### config.mk
export PLATFORM = sky130hd
export DESIGN_NAME = ffba_ram
export DESIGN_NICKNAME = d
export VERILOG_FILES = /design/src/hdl/first_fit_block_allocator_top_macros.svh /design/src/hdl/ffba_ram.sv
export SDC_FILE = /design/constraint.sdc
export NUM_CORES = 1
export LEC_CHECK = 0
export ABC_CLOCK_PERIOD_IN_PS = 1550
export BUFFER_PORTS_ARGS = -buffer_cell sky130_fd_sc_hd__buf_2
export CAP_MARGIN = 15
export CORE_MARGIN = 3
export CORE_UTILIZATION = 54
export CTS_CLUSTER_SIZE = 30
export DETAILED_ROUTE_END_ITERATION = 10
export PLACE_DENSITY = 0.71
export SLEW_MARGIN = 10
export SYNTH_ARGS = -nofsm -noshare
export SYNTH_HDL_FRONTEND = slang
export SYNTH_SLANG_ARGS = --single-unit
### constraint.sdc
create_clock -name clk -period 1.55 [get_ports clk]
set_input_delay 0.155 -clock clk [delete_from_list [all_inputs] [get_ports clk]]
set_output_delay 0.155 -clock clk [all_outputs]
set_load 0.005 [all_outputs]
### src/hdl/first_fit_block_allocator_top_macros.svh
// Assertion macros for the first-fit block allocator.
// No dependencies; included by the modules that carry assertions.
`ifndef FIRST_FIT_BLOCK_ALLOCATOR_TOP_MACROS_SVH
`define FIRST_FIT_BLOCK_ALLOCATOR_TOP_MACROS_SVH

`ifndef SYNTHESIS
// Clocked check, switched off while reset is asserted.
`define FFBA_ASSERT(lbl, clk, rst_n, prop) \
	lbl: assert property (@(posedge clk) disable iff (!rst_n) prop) \
	else $error("ffba assertion failed");
// Clocked check that also holds during reset.
`define FFBA_ASSERT_ALWAYS(lbl, clk, prop) \
	lbl: assert property (@(posedge clk) prop) \
	else $error("ffba assertion failed");
`else
`define FFBA_ASSERT(lbl, clk, rst_n, prop)
`define FFBA_ASSERT_ALWAYS(lbl, clk, prop)
`endif

`endif

### src/hdl/ffba_ram.sv
// Generic single-port-write, single-port-read RAM with registered read data.
// No dependencies.
module ffba_ram #(
	parameter int WIDTH = 8,
	parameter int DEPTH = 16
) (
	input  logic                     clk,
	input  logic                     wr_en,
	input  logic [$clog2(DEPTH)-1:0] wr_addr,
	input  logic [WIDTH-1:0]         wr_data,
	input  logic                     rd_en,
	input  logic [$clog2(DEPTH)-1:0] rd_addr,
	output logic [WIDTH-1:0]         rd_data
);

	logic [WIDTH-1:0] mem [DEPTH];

	always_ff @(posedge clk) begin
		if (wr_en) begin
			mem[wr_addr] <= wr_data;
		end
		if (rd_en) begin
			rd_data <= mem[rd_addr];
		end
	end

endmodule

==> flow_metrics.env <==
export IMPL_slew_headroom=0.444
export IMPL_maxCapViolations=0
export IMPL_synth_top_cell_area_share=0.781
export IMPL_fillers=576
export IMPL_p_int_mw=6.63
export IMPL_drive_gt1_frac=0.339
export IMPL_grt_busiest_layer="met2"
export IMPL_vias=2562
export IMPL_worstMarginPinSlew_ns=0.831
export IMPL_cts_buffers=17
export IMPL_antenna_found_initial=0
export IMPL_holdWs_ns=0.0210
export IMPL_multiInputGateArea_um2=1070
export IMPL_dieHeight_um=104
export IMPL_swShare=0.207
export IMPL_fin_ws_ns=0.0564
export IMPL_period_minus_slack_ns=1.49
export IMPL_grt_pass1_vias=2631
export IMPL_dpl_worst_slack_ns=-0.138
export IMPL_yosysUniqueCellTypes=18
export IMPL_clock_path_buffers=2
export IMPL_drc=0
export IMPL_syn_area_um2=5230
export IMPL_power_mw=8.36
export IMPL_syn_inst=229
export IMPL_avgSynthCellArea_um2=22.8
export IMPL_die_x_um=104
export IMPL_hold_path_class="in -> reg"
export IMPL_synth_net_count=248
export IMPL_critPathLaunchType="flop"
export IMPL_status="finished clean"
export IMPL_wire_per_inst_um=22.7
export IMPL_slew_violations=0
export IMPL_clk_pin_slew_ns=0.06
export IMPL_clockRootBuffer="clkbuf_8"
export IMPL_numPortBuffers=26
export IMPL_path_max_fanout=1
export IMPL_ant_nets=0
export IMPL_regArea_um2=4080
export IMPL_period_share=0.964
export IMPL_clockPowerShare=0.454
export IMPL_finalHoldViolCount=0
export IMPL_die_area_um2=10900
export IMPL_start_util=0.560
export IMPL_r2r_slack_ns=0.06
export IMPL_arrival_ns=1.75
export IMPL_setup_viol=0
export IMPL_p_sw_mw=1.73
export IMPL_skew_ns=0.00588
export IMPL_routed_wl_um=9830
export IMPL_hpwl_um=6200
export IMPL_yosysTopAreaCell="edfxtp_1"
export IMPL_area_growth_pct=20.0
export IMPL_fp_coreArea_um2=9330
export IMPL_diodes=0
export IMPL_firstDrtPassIters=4
export IMPL_design_area_um2=6270
export IMPL_grt_usage=0.201
export IMPL_ys_seq_area_frac=0.781
export IMPL_tritoncts="built"
export IMPL_cts_htree_levels=4
export IMPL_place_gp_congestion=0.767
export IMPL_crit_type="reg -> reg"
export IMPL_end_kind="flop"
export IMPL_grt_start_max_net_pins=21
export IMPL_vdd_ir_drop_max_mv=0.601
export IMPL_synth_warnings=0
export IMPL_max_freq_mhz=670
export IMPL_fin_util=0.672
export IMPL_initialDrtViolationCount=256
export IMPL_synth_area_leaders="edfxtp_1 78%, mux4_2 7.8%, mux4_1 7.0%"
export IMPL_io_pins=27
export IMPL_worstPathRequired_ns=1.80
export IMPL_pwr_share_seq=0.499
export IMPL_routed_via_density=5.92
export IMPL_place_area_um2=5680
export IMPL_grt_pass1_wl_um=15700
export IMPL_leakage_nw=2.13
export IMPL_synth_seq_cells=136
export IMPL_p_comb_frac=0.048
export IMPL_gr_usage_met3=0.0565
export IMPL_rsz0062_at_grt="no"
export IMPL_gr_usage_met2=0.308
export IMPL_clk_latency_ns=0.51
export IMPL_rows=35
export IMPL_powerDensity_nw_per_um2=1330
export IMPL_cts_sinks=136
export IMPL_use_met1=0.286
export IMPL_nNetsFinal=310
export IMPL_grt_remaining_overflow=0
cell type report:
class / count / area share
Clock buffer: 19 / 0.0672
Multi-Input combinational cell: 83 / 0.171
Timing Repair Buffer: 53 / 0.0615
Clock inverter: 13 / 0.0233
Sequential cell: 136 / 0.651
Tap cell: 129 / 0.0257
layout by cell type (no fill, tap or decap):
cell type and count:
nand2b_1 2, nor2b_1 1, nor3_2 1, clkbuf_16 16, nand3b_1 2, edfxtp_1 136, and2_1 1, inv_6 4
clkinvlp_4 4, nand3_1 1, dlygate4sd3_1 1, or3b_2 1, and2b_1 1, buf_12 4, clkbuf_8 1, nor3_1 3
nor2_1 13, mux4_1 14, clkbuf_1 2, nand2_1 9, clkinv_4 2, clkinv_1 1, a22oi_1 14, bufinv_16 2
a22oi_2 2, buf_2 26, mux4_2 18, buf_4 22
worst max-delay path, cell delays in order (launching register included):
cell	delay, ns
edfxtp_1	0.38
mux4_2	0.47
a22oi_1	0.29
nand2_1	0.09
power by group through the flow:
| stage | Combinational, mW | Sequential, mW | Clock (mW) |
|---|---|---|---|
| floorplan | 0.209 | 4.24 | 0 |
| global placement | 0.387 | 4.24 | 0 |
| detailed placement | 0.395 | 4.24 | 0 |
| CTS | 0.401 | 4.17 | 3.86 |
| global route | 0.435 | 4.17 | 4.04 |
| finish | 0.399 | 4.17 | 3.79 |
path summary, 6_finish.rpt:
path | startpoint | to | cells after the start
setup / recovery | mem[2][7] | rd_data[7] | 3
hold / removal | wr_data[1] | mem[1][1] | 1
setup reg to reg | mem[2][7] | rd_data[7] | 3
hold reg to reg | mem[14][7] | rd_data[7] | 3
cell usage after synthesis (all sizes together):
library cell	number
a22oi	16
and2	1
and2b	1
buf	7
clkdlybuf4s25	3
edfxtp	136
mux4	32
nand2	9
nand2b	2
nand3	1
nand3b	2
nor2	13
nor2b	1
nor3	4
or3b	1
routing by layer:
layer / vias to the layer above / wire length (um)
li1: 1107 / -
met1: 1332 / 4190
met2: 116 / 4980
met3: 7 / 599
met4: 0 / 63
met5: - / 0
logic make-up after synthesis:
group / count (synthesis) / synth area share
mux: 32 / 0.148
buf+inv: 10 / 0.0165
flops: 136 / 0.781
simple gates: 35 / 0.0314
compound gates: 16 / 0.0230
registers in the layout (all words and copies together), names as in the netlist:
register,count
mem,128
rd_data,8
per-stage QoR:
stage          instances  TNS, ns
2_1_floorplan        229        0
3_3_place_gp         400   -0.745
3_5_place_dp         400   -0.826
4_1_cts              433        0
5_1_grt              433        0
6_report             433        0
what timing repair did:
item / CTS / global route
setup buffers: 0 / 0
endpoints found under the setup margin: 0 / 2
hold endpoints to repair: 4 / 0
gates resized for setup: 0 / 2
hold buffers: 1 / 0
Power figures use the tool's default switching activity.
