File: config.mk
export PLATFORM = sky130hd
export DESIGN_NAME = ffba_ctrl
export DESIGN_NICKNAME = d
export VERILOG_FILES = /design/src/hdl/ffba_pkg.sv /design/src/hdl/ffba_ctrl.sv
export VERILOG_INCLUDE_DIRS = /design/src /design/src/hdl
export SDC_FILE = /design/constraint.sdc
export NUM_CORES = 1
export LEC_CHECK = 0
export ABC_AREA = 1
export BUFFER_PORTS_ARGS = -buffer_cell sky130_fd_sc_hd__buf_2
export CORE_ASPECT_RATIO = 0.8
export CORE_MARGIN = 8
export CORE_UTILIZATION = 55
export DETAILED_ROUTE_END_ITERATION = 7
export PLACE_DENSITY_LB_ADDON = 0.12
export SETUP_SLACK_MARGIN = 0.4
export SYNTH_ARGS = -nofsm -noshare
export SYNTH_HDL_FRONTEND = slang
export SYNTH_SLANG_ARGS = --single-unit
File: constraint.sdc
create_clock -name clk -period 4.6 [get_ports clk]
set_clock_uncertainty 0.15 [all_clocks]
set_input_delay 0.92 -clock clk [delete_from_list [all_inputs] [get_ports clk]]
set_output_delay 0.92 -clock clk [all_outputs]
set_load 0.005 [all_outputs]
File: src/hdl/first_fit_block_allocator_top_macros.svh
// Assertion macros for the first-fit block allocator.
// No dependencies; included by the modules that carry assertions.
`ifndef FIRST_FIT_BLOCK_ALLOCATOR_TOP_MACROS_SVH
`define FIRST_FIT_BLOCK_ALLOCATOR_TOP_MACROS_SVH

`ifndef SYNTHESIS
// Clocked check, switched off while reset is asserted.
`define FFBA_ASSERT(lbl, clk, rst_n, prop) \
	lbl: assert property (@(posedge clk) disable iff (!rst_n) prop) \
	else $error("ffba assertion failed");
// Clocked check that also holds during reset.
`define FFBA_ASSERT_ALWAYS(lbl, clk, prop) \
	lbl: assert property (@(posedge clk) prop) \
	else $error("ffba assertion failed");
`else
`define FFBA_ASSERT(lbl, clk, rst_n, prop)
`define FFBA_ASSERT_ALWAYS(lbl, clk, prop)
`endif

`endif

File: src/hdl/ffba_pkg.sv
// Shared types and constants for the first-fit block allocator.
// No dependencies; imported by ffba_ctrl, the top level and the testbench.
package ffba_pkg;

	localparam int MAX_BLOCKS   = 64;
	localparam int PAGE_BYTES   = 4096;
	localparam int HEADER_BYTES = 24;

	localparam int ADDR_W  = 48;
	localparam int SIZE_W  = 32;
	localparam int BSIZE_W = 33;
	localparam int PG_W    = 34;
	localparam int STAT_W  = 3;
	localparam int IDX_W   = (MAX_BLOCKS > 1) ? $clog2(MAX_BLOCKS) : 1;
	localparam int CNT_W   = $clog2(MAX_BLOCKS + 1);

	localparam logic OP_ALLOC = 1'b0;
	localparam logic OP_FREE  = 1'b1;

	localparam logic [STAT_W-1:0] STAT_REUSED   = 3'd0;
	localparam logic [STAT_W-1:0] STAT_GROWN    = 3'd1;
	localparam logic [STAT_W-1:0] STAT_ZERO     = 3'd2;
	localparam logic [STAT_W-1:0] STAT_REFUSED  = 3'd3;
	localparam logic [STAT_W-1:0] STAT_FULL     = 3'd4;
	localparam logic [STAT_W-1:0] STAT_FREED    = 3'd5;
	localparam logic [STAT_W-1:0] STAT_NULL     = 3'd6;
	localparam logic [STAT_W-1:0] STAT_NOTFOUND = 3'd7;

	// one table entry as stored in the RAM
	typedef struct packed {
		logic [ADDR_W-1:0]  base;
		logic [BSIZE_W-1:0] size;
		logic               free;
	} entry_t;

	localparam int ENTRY_W = $bits(entry_t);

	typedef struct packed {
		logic               rd_en;
		logic [IDX_W-1:0]   rd_addr;
		logic               wr_en;
		logic [IDX_W-1:0]   wr_addr;
		entry_t             wr_data;
	} ram_req_t;

	typedef struct packed {
		logic               vld;
		logic [ADDR_W-1:0]  addr;
		logic [STAT_W-1:0]  status;
	} res_t;

endpackage

File: src/hdl/ffba_ctrl.sv
// Sequencer for the allocator: scans the block table in the RAM, decides the
// result and writes back the touched entry. Depends on ffba_pkg and the macros.
`include "first_fit_block_allocator_top_macros.svh"

module ffba_ctrl import ffba_pkg::*; (
	input  logic              clk,
	input  logic              arst_n,
	input  logic              start,
	input  logic              operation,
	input  logic [SIZE_W-1:0] request_size,
	input  logic [ADDR_W-1:0] payload_address,
	input  logic [ADDR_W-1:0] fresh_region,
	output logic              idle,
	output res_t              res,
	input  logic              res_take,
	output ram_req_t          ram_req,
	input  entry_t            rd_data
);

	localparam logic [1:0] S_IDLE = 2'd0;
	localparam logic [1:0] S_PREP = 2'd1;
	localparam logic [1:0] S_SCAN = 2'd2;
	localparam logic [1:0] S_DONE = 2'd3;

	localparam logic [BSIZE_W-1:0] ALIGN_MASK = ~BSIZE_W'(7);
	localparam logic [PG_W-1:0]    PG_ADD     = PG_W'(HEADER_BYTES + PAGE_BYTES - 1);
	localparam logic [PG_W-1:0]    PG_MASK    = ~PG_W'(PAGE_BYTES - 1);

	logic [1:0]         state_q;
	logic [CNT_W-1:0]   count_q;
	logic [CNT_W-1:0]   rd_idx_q;
	logic               vld_s1;
	logic [IDX_W-1:0]   idx_s1;
	logic               op_q;
	logic [BSIZE_W-1:0] rounded_q;
	logic [PG_W-1:0]    pg_q;
	logic [ADDR_W-1:0]  addr_q;
	logic [ADDR_W-1:0]  region_q;
	logic [ADDR_W-1:0]  res_addr_q;
	logic [STAT_W-1:0]  res_status_q;

	logic [BSIZE_W-1:0] rounded;
	logic [ADDR_W-1:0]  entry_payload;
	logic [PG_W-1:0]    grow_bytes;
	logic               hit;
	logic               scan_hit;
	logic               miss;
	logic               grow_ok;
	logic               issue;

	assign rounded       = (BSIZE_W'(request_size) + BSIZE_W'(7)) & ALIGN_MASK;
	assign entry_payload = rd_data.base + ADDR_W'(HEADER_BYTES);
	assign grow_bytes    = (pg_q & PG_MASK) - PG_W'(HEADER_BYTES);

	always_comb begin
		if (op_q == OP_FREE) begin
			hit = (entry_payload == addr_q);
		end else begin
			hit = rd_data.free && (rd_data.size >= rounded_q);
		end
	end

	assign scan_hit = (state_q == S_SCAN) && vld_s1 && hit;
	assign miss     = (state_q == S_SCAN) && !vld_s1 && (rd_idx_q == count_q);
	assign grow_ok  = (op_q == OP_ALLOC) && (region_q != '0)
		&& (count_q != CNT_W'(MAX_BLOCKS));
	assign issue    = (state_q == S_SCAN) && (rd_idx_q < count_q) && !scan_hit;

	always_comb begin
		ram_req.rd_en   = issue;
		ram_req.rd_addr = rd_idx_q[IDX_W-1:0];
		ram_req.wr_en   = scan_hit || (miss && grow_ok);
		if (scan_hit) begin
			ram_req.wr_addr      = idx_s1;
			ram_req.wr_data.base = rd_data.base;
			ram_req.wr_data.size = rd_data.size;
			ram_req.wr_data.free = op_q;
		end else begin
			ram_req.wr_addr      = count_q[IDX_W-1:0];
			ram_req.wr_data.base = region_q;
			ram_req.wr_data.size = grow_bytes[BSIZE_W-1:0];
			ram_req.wr_data.free = 1'b0;
		end
	end

	assign idle       = (state_q == S_IDLE);
	assign res.vld    = (state_q == S_DONE);
	assign res.addr   = res_addr_q;
	assign res.status = res_status_q;

	// control
	always_ff @(posedge clk or negedge arst_n) begin
		if (!arst_n) begin
			state_q  <= S_IDLE;
			count_q  <= '0;
			rd_idx_q <= '0;
			vld_s1   <= 1'b0;
		end else begin
			case (state_q)
				S_IDLE: begin
					rd_idx_q <= '0;
					vld_s1   <= 1'b0;
					if (start) begin
						if ((operation == OP_ALLOC && request_size == '0)
							|| (operation == OP_FREE && payload_address == '0)) begin
							state_q <= S_DONE;
						end else begin
							state_q <= S_PREP;
						end
					end
				end
				S_PREP: begin
					state_q <= S_SCAN;
				end
				S_SCAN: begin
					if (issue) begin
						rd_idx_q <= rd_idx_q + 1'b1;
					end
					// issue is low on a hit, so the read stage empties
					vld_s1 <= issue;
					if (scan_hit) begin
						state_q <= S_DONE;
					end else if (miss) begin
						state_q <= S_DONE;
						if (grow_ok) begin
							count_q <= count_q + 1'b1;
						end
					end
				end
				S_DONE: begin
					if (res_take) begin
						state_q <= S_IDLE;
					end
				end
				default: begin
					state_q <= S_IDLE;
				end
			endcase
		end
	end

	// request and result payload
	always_ff @(posedge clk) begin
		idx_s1 <= rd_idx_q[IDX_W-1:0];
		if (state_q == S_PREP) begin
			pg_q <= PG_W'(rounded_q) + PG_ADD;
		end
		if (idle && start) begin
			op_q      <= operation;
			rounded_q <= rounded;
			addr_q    <= payload_address;
			region_q  <= fresh_region;
			res_addr_q <= '0;
			if (operation == OP_ALLOC) begin
				res_status_q <= STAT_ZERO;
			end else begin
				res_status_q <= STAT_NULL;
			end
		end
		if (scan_hit) begin
			if (op_q == OP_FREE) begin
				res_addr_q   <= '0;
				res_status_q <= STAT_FREED;
			end else begin
				res_addr_q   <= entry_payload;
				res_status_q <= STAT_REUSED;
			end
		end else if (miss) begin
			if (op_q == OP_FREE) begin
				res_addr_q   <= '0;
				res_status_q <= STAT_NOTFOUND;
			end else if (region_q == '0) begin
				res_addr_q   <= '0;
				res_status_q <= STAT_REFUSED;
			end else if (count_q == CNT_W'(MAX_BLOCKS)) begin
				res_addr_q   <= '0;
				res_status_q <= STAT_FULL;
			end else begin
				res_addr_q   <= region_q + ADDR_W'(HEADER_BYTES);
				res_status_q <= STAT_GROWN;
			end
		end
	end

	`FFBA_ASSERT(a_count_bound, clk, arst_n, count_q <= CNT_W'(MAX_BLOCKS))
	`FFBA_ASSERT(a_wr_in_scan, clk, arst_n, ram_req.wr_en |-> state_q == S_SCAN)
	`FFBA_ASSERT(a_s1_in_table, clk, arst_n, vld_s1 |-> CNT_W'(idx_s1) < count_q)

endmodule

==> out/qor.csv <==
stage;metric;value;unit
run_status;run status;finished, violations left;
run_status;failing checks;DRC, setup timing;
setup_path;worst path bufs/invs;25;
setup_path;Worst path max stage delay;0.18;ns
global_routing;GRT Resource Usage Total;35.5;%
setup_path;WS Path Type;in2reg;
finish;layout cells sized above 1;37.0;%
sta;Final Critical Period;4.80;ns
clocking;Skew-Pair Late Insertion Delay;0.55;ns
finish;final net count;2607;
synthesis;dominant synthesized flop cell;edfxtp_1;
synthesis;syn_nets;2052;
placed_design;routability cong.;0.996;
sta;final hold violations;0;
synthesis;Post-Syn Area;14700;µm²
setup_path;delay-heaviest family, CP;buffers and inverters;
drt;Initial DRC Count;1911;
clocking;clock-pin transition on the worst setup and hold timing paths;0.07;ns
floorplanning;Die X;199;µm
synthesis;FF+latch count, synth;222;
drt;wire per inst;22.9;µm
synthesis;Synth Area in Adders;4.01;%
drt;final wirelength;62500;µm
drt;M1 wire length;23500;µm
global_routing;GRT overflow;0;
drt;Via Count;16100;
min_path;worst min path class;in2async;
synthesis;compound-gate portion of the synthesized area;7.23;%
global_routing;vias in the first global route;15300;
sta;Finish-stage setup viols;86;
synthesis;Synth Area in XOR/XNOR;7.44;%
setup_path;Worst Setup Start Kind;input pin;
sta;slew margin rel.;32.3;%
power_and_ir_drop;Static Leakage;9.44;nW
drt;1st-pass router iterations;8;
synthesis;synth warn;0;
job;Max Cap Viol;0;
synthesis;asr flop ratio synth;7.66;%
global_routing;antenna violations before repair;4;
clocking;H-tree depth;1;
clocking;clock root buffer;clkbuf_16;
clocking;Max Root-Sink Buffers;3;
synthesis;syn avg cell area;8.20;µm²
drt;wire length on met3;7730;µm
drt;Antenna Nets Post-Route;0;
floorplanning;I/O Pins;364;
floorplanning;std cell rows;53;
drt;Max Used Layer;met4;
drt;met2 WL;28200;µm
clocking;Post-CTS Hold Buffers;0;
setup_path;Critical Path RT;4.85;ns
placed_design;Final HPWL DP;43700;µm
drt;via/cell ratio;5.91;
power_and_ir_drop;peak supply drop;0.481;mV
synthesis;Post-synth EDFFs;199;
setup_path;Critical Path AT;5.04;ns
sta;fmax;0.208;GHz
synthesis;post-synthesis mux area share;0;%
sta;setup_tns;-5.76;ns
floorplanning;core area;26300;µm²
floorplanning;Die Span Y;162;µm
drt;Residual DRC;2;
sta;Worst Tran Pin Value;1.02;ns
setup_path;most used cell, CP;buf_4;
floorplanning;die area;32200;µm²
synthesis;largest family of logic cells by synthesized area;simple AND/OR/NAND/NOR gates;
synthesis;synth unique cells;54;
clocking;TritonCTS buffer count;25;
synthesis;Synth Area in Simple Gates;29.7;%
setup_path;crit path capture type;register;
finish;Layout Cells excl Fill;2725;
finish;most common cell after layout, fill and taps aside;buf_2;
sta;Tcrit/Tclk final;104;%
synthesis;cell count after synthesis;1790;
finish;synthesis-to-layout area growth;42.1;%
finish;fillers;1737;
global_routing;first-pass GRT wire length;88100;µm
clocking;Clock Sinks;222;
sta;Final Max Tran Viols;0;
synthesis;post-synthesis sequential area ratio;44.5;%
clocking;CTS tree;yes;
floorplanning;Starting Density;55.9;%
sta;setup ws final;-0.198;ns
finish;most frequent cells in the layout;buf_2, nand2_1, inv_1;
setup_path;crit path max-delay cell type;ha_4;
sta;RSZ-0062 raised after global routing;true;
global_routing;largest net degree at the start of global routing;47;
setup_path;CP max FO;7;
placed_design;cell total after placement;2573;
power_and_ir_drop;P per Cell Area;383;nW/µm²
placed_design;DP Worst Slack;-0.329;ns
finish;Core Util, Final;79.4;%
placed_design;I/O Buffers;363;
sta;Fin Hold WS;0.163;ns
## stage by stage
step	cell area (µm²)	power (mW)
after floorplan	14700	4.38
after global placement	17500	5.44
after detailed placement	17500	5.49
after CTS	19900	7.72
after global routing	20800	8.28
final	20900	7.98
## cells by family (layout without fill, tap and decap cells)
| family | count (synthesis) | in the layout |
|---|---|---|
| xor+xnor | 115 | 115 |
| simple gates | 972 | 973 |
| other cells | 0 | 5 |
| fa+ha+maj | 47 | 47 |
| buf+inv | 250 | 822 |
| flops | 222 | 222 |
| compound gates | 184 | 184 |
## flip-flops by register name, indices dropped and copies added (netlist names), 3 cells and up
| register | count |
|---|---|
| res_addr_q | 48 |
| rd_idx_q | 7 |
| res_status_q | 3 |
| idx_s1 | 6 |
| count_q | 7 |
| region_q | 48 |
| rounded_q | 30 |
| pg_q | 21 |
| addr_q | 48 |
## power by group
group	switching, mW	internal (mW)	total [mW]	leakage (nW)
registers	0.422	2.85	3.27	2.16
clock network	0.858	1.22	2.08	0.404
logic	1.59	1.04	2.62	6.88
total	2.87	5.11	7.98	9.44
## synth_stat cells, types with 2 or more instances
library cell / number / share of area (%)
nor2_2: 17 / 0.72
a21oi_1: 32 / 1.1
buf_2: 2 / 0.068
nand2_2: 10 / 0.43
nand4_1: 40 / 1.7
a31oi_1: 7 / 0.30
nor4_1: 60 / 2.6
buf_4: 8 / 0.41
xnor3_1: 5 / 0.77
nand3b_1: 15 / 0.77
buf_6: 10 / 0.77
o21ai_0: 48 / 1.6
o22ai_1: 29 / 1.2
and3_1: 2 / 0.085
ha_1: 47 / 4.0
inv_2: 2 / 0.051
dfrtp_1: 17 / 2.9
nand3_1: 113 / 3.9
inv_1: 210 / 5.4
clkinv_1: 2 / 0.051
or2_2: 10 / 0.43
o21bai_1: 2 / 0.10
a21oi_2: 9 / 0.54
o21ai_2: 5 / 0.30
nand2_1: 438 / 11
o211ai_1: 3 / 0.15
or2_1: 7 / 0.30
nor3_1: 36 / 1.2
nand2_4: 2 / 0.15
nor2_1: 209 / 5.3
xor2_1: 82 / 4.9
nor2_4: 6 / 0.46
xnor2_1: 27 / 1.6
edfxtp_1: 199 / 41
dfxtp_1: 6 / 0.82
clkbuf_1: 16 / 0.41
o21ai_1: 40 / 1.4
## routing by layer
layer	up-vias	track usage, %
li1	7171	-
met1	7480	46.6
met2	1199	56.6
met3	260	8.87
met4	0	12.1
met5	-	0
## worst paths after layout
path / start / cells after the start / slack, ns / to
min in group clk: rd_idx_q[0] / 0 / 0.34 / idx_s1[0]
min reg2reg: rd_idx_q[0] / 0 / 0.34 / idx_s1[0]
max: rd_data[37] / 33 / -0.20 / res_addr_q[43]
max reg2reg: region_q[3] / 10 / 0.75 / res_addr_q[12]
max in group asynchronous: arst_n / 1 / 3.83 / state_q[1]
min: arst_n / 1 / 0.16 / count_q[2]
## layout make-up
| cell class | instances | area (µm²) | area share [%] |
|---|---|---|---|
| Clock inverter | 17 | 193 | 0.924 |
| Multi-Input combinational cell | 1319 | 8220 | 39.4 |
| Timing Repair Buffer | 563 | 4010 | 19.3 |
| Sequential cell | 222 | 6520 | 31.3 |
| Tap cell | 357 | 447 | 2.14 |
| Clock buffer | 28 | 637 | 3.05 |
| Antenna cell | 5 | 12.5 | 0.0600 |
| Inverter | 214 | 811 | 3.89 |
## repair_timing
action                     CTS  global route
pin swaps                   36            60
gates cloned                11             8
buffers inserted            71            12
hold endpoints to repair     0             0
setup endpoints to repair   90            92
gates resized for setup    184           174
Power figures use the tool's default switching activity.
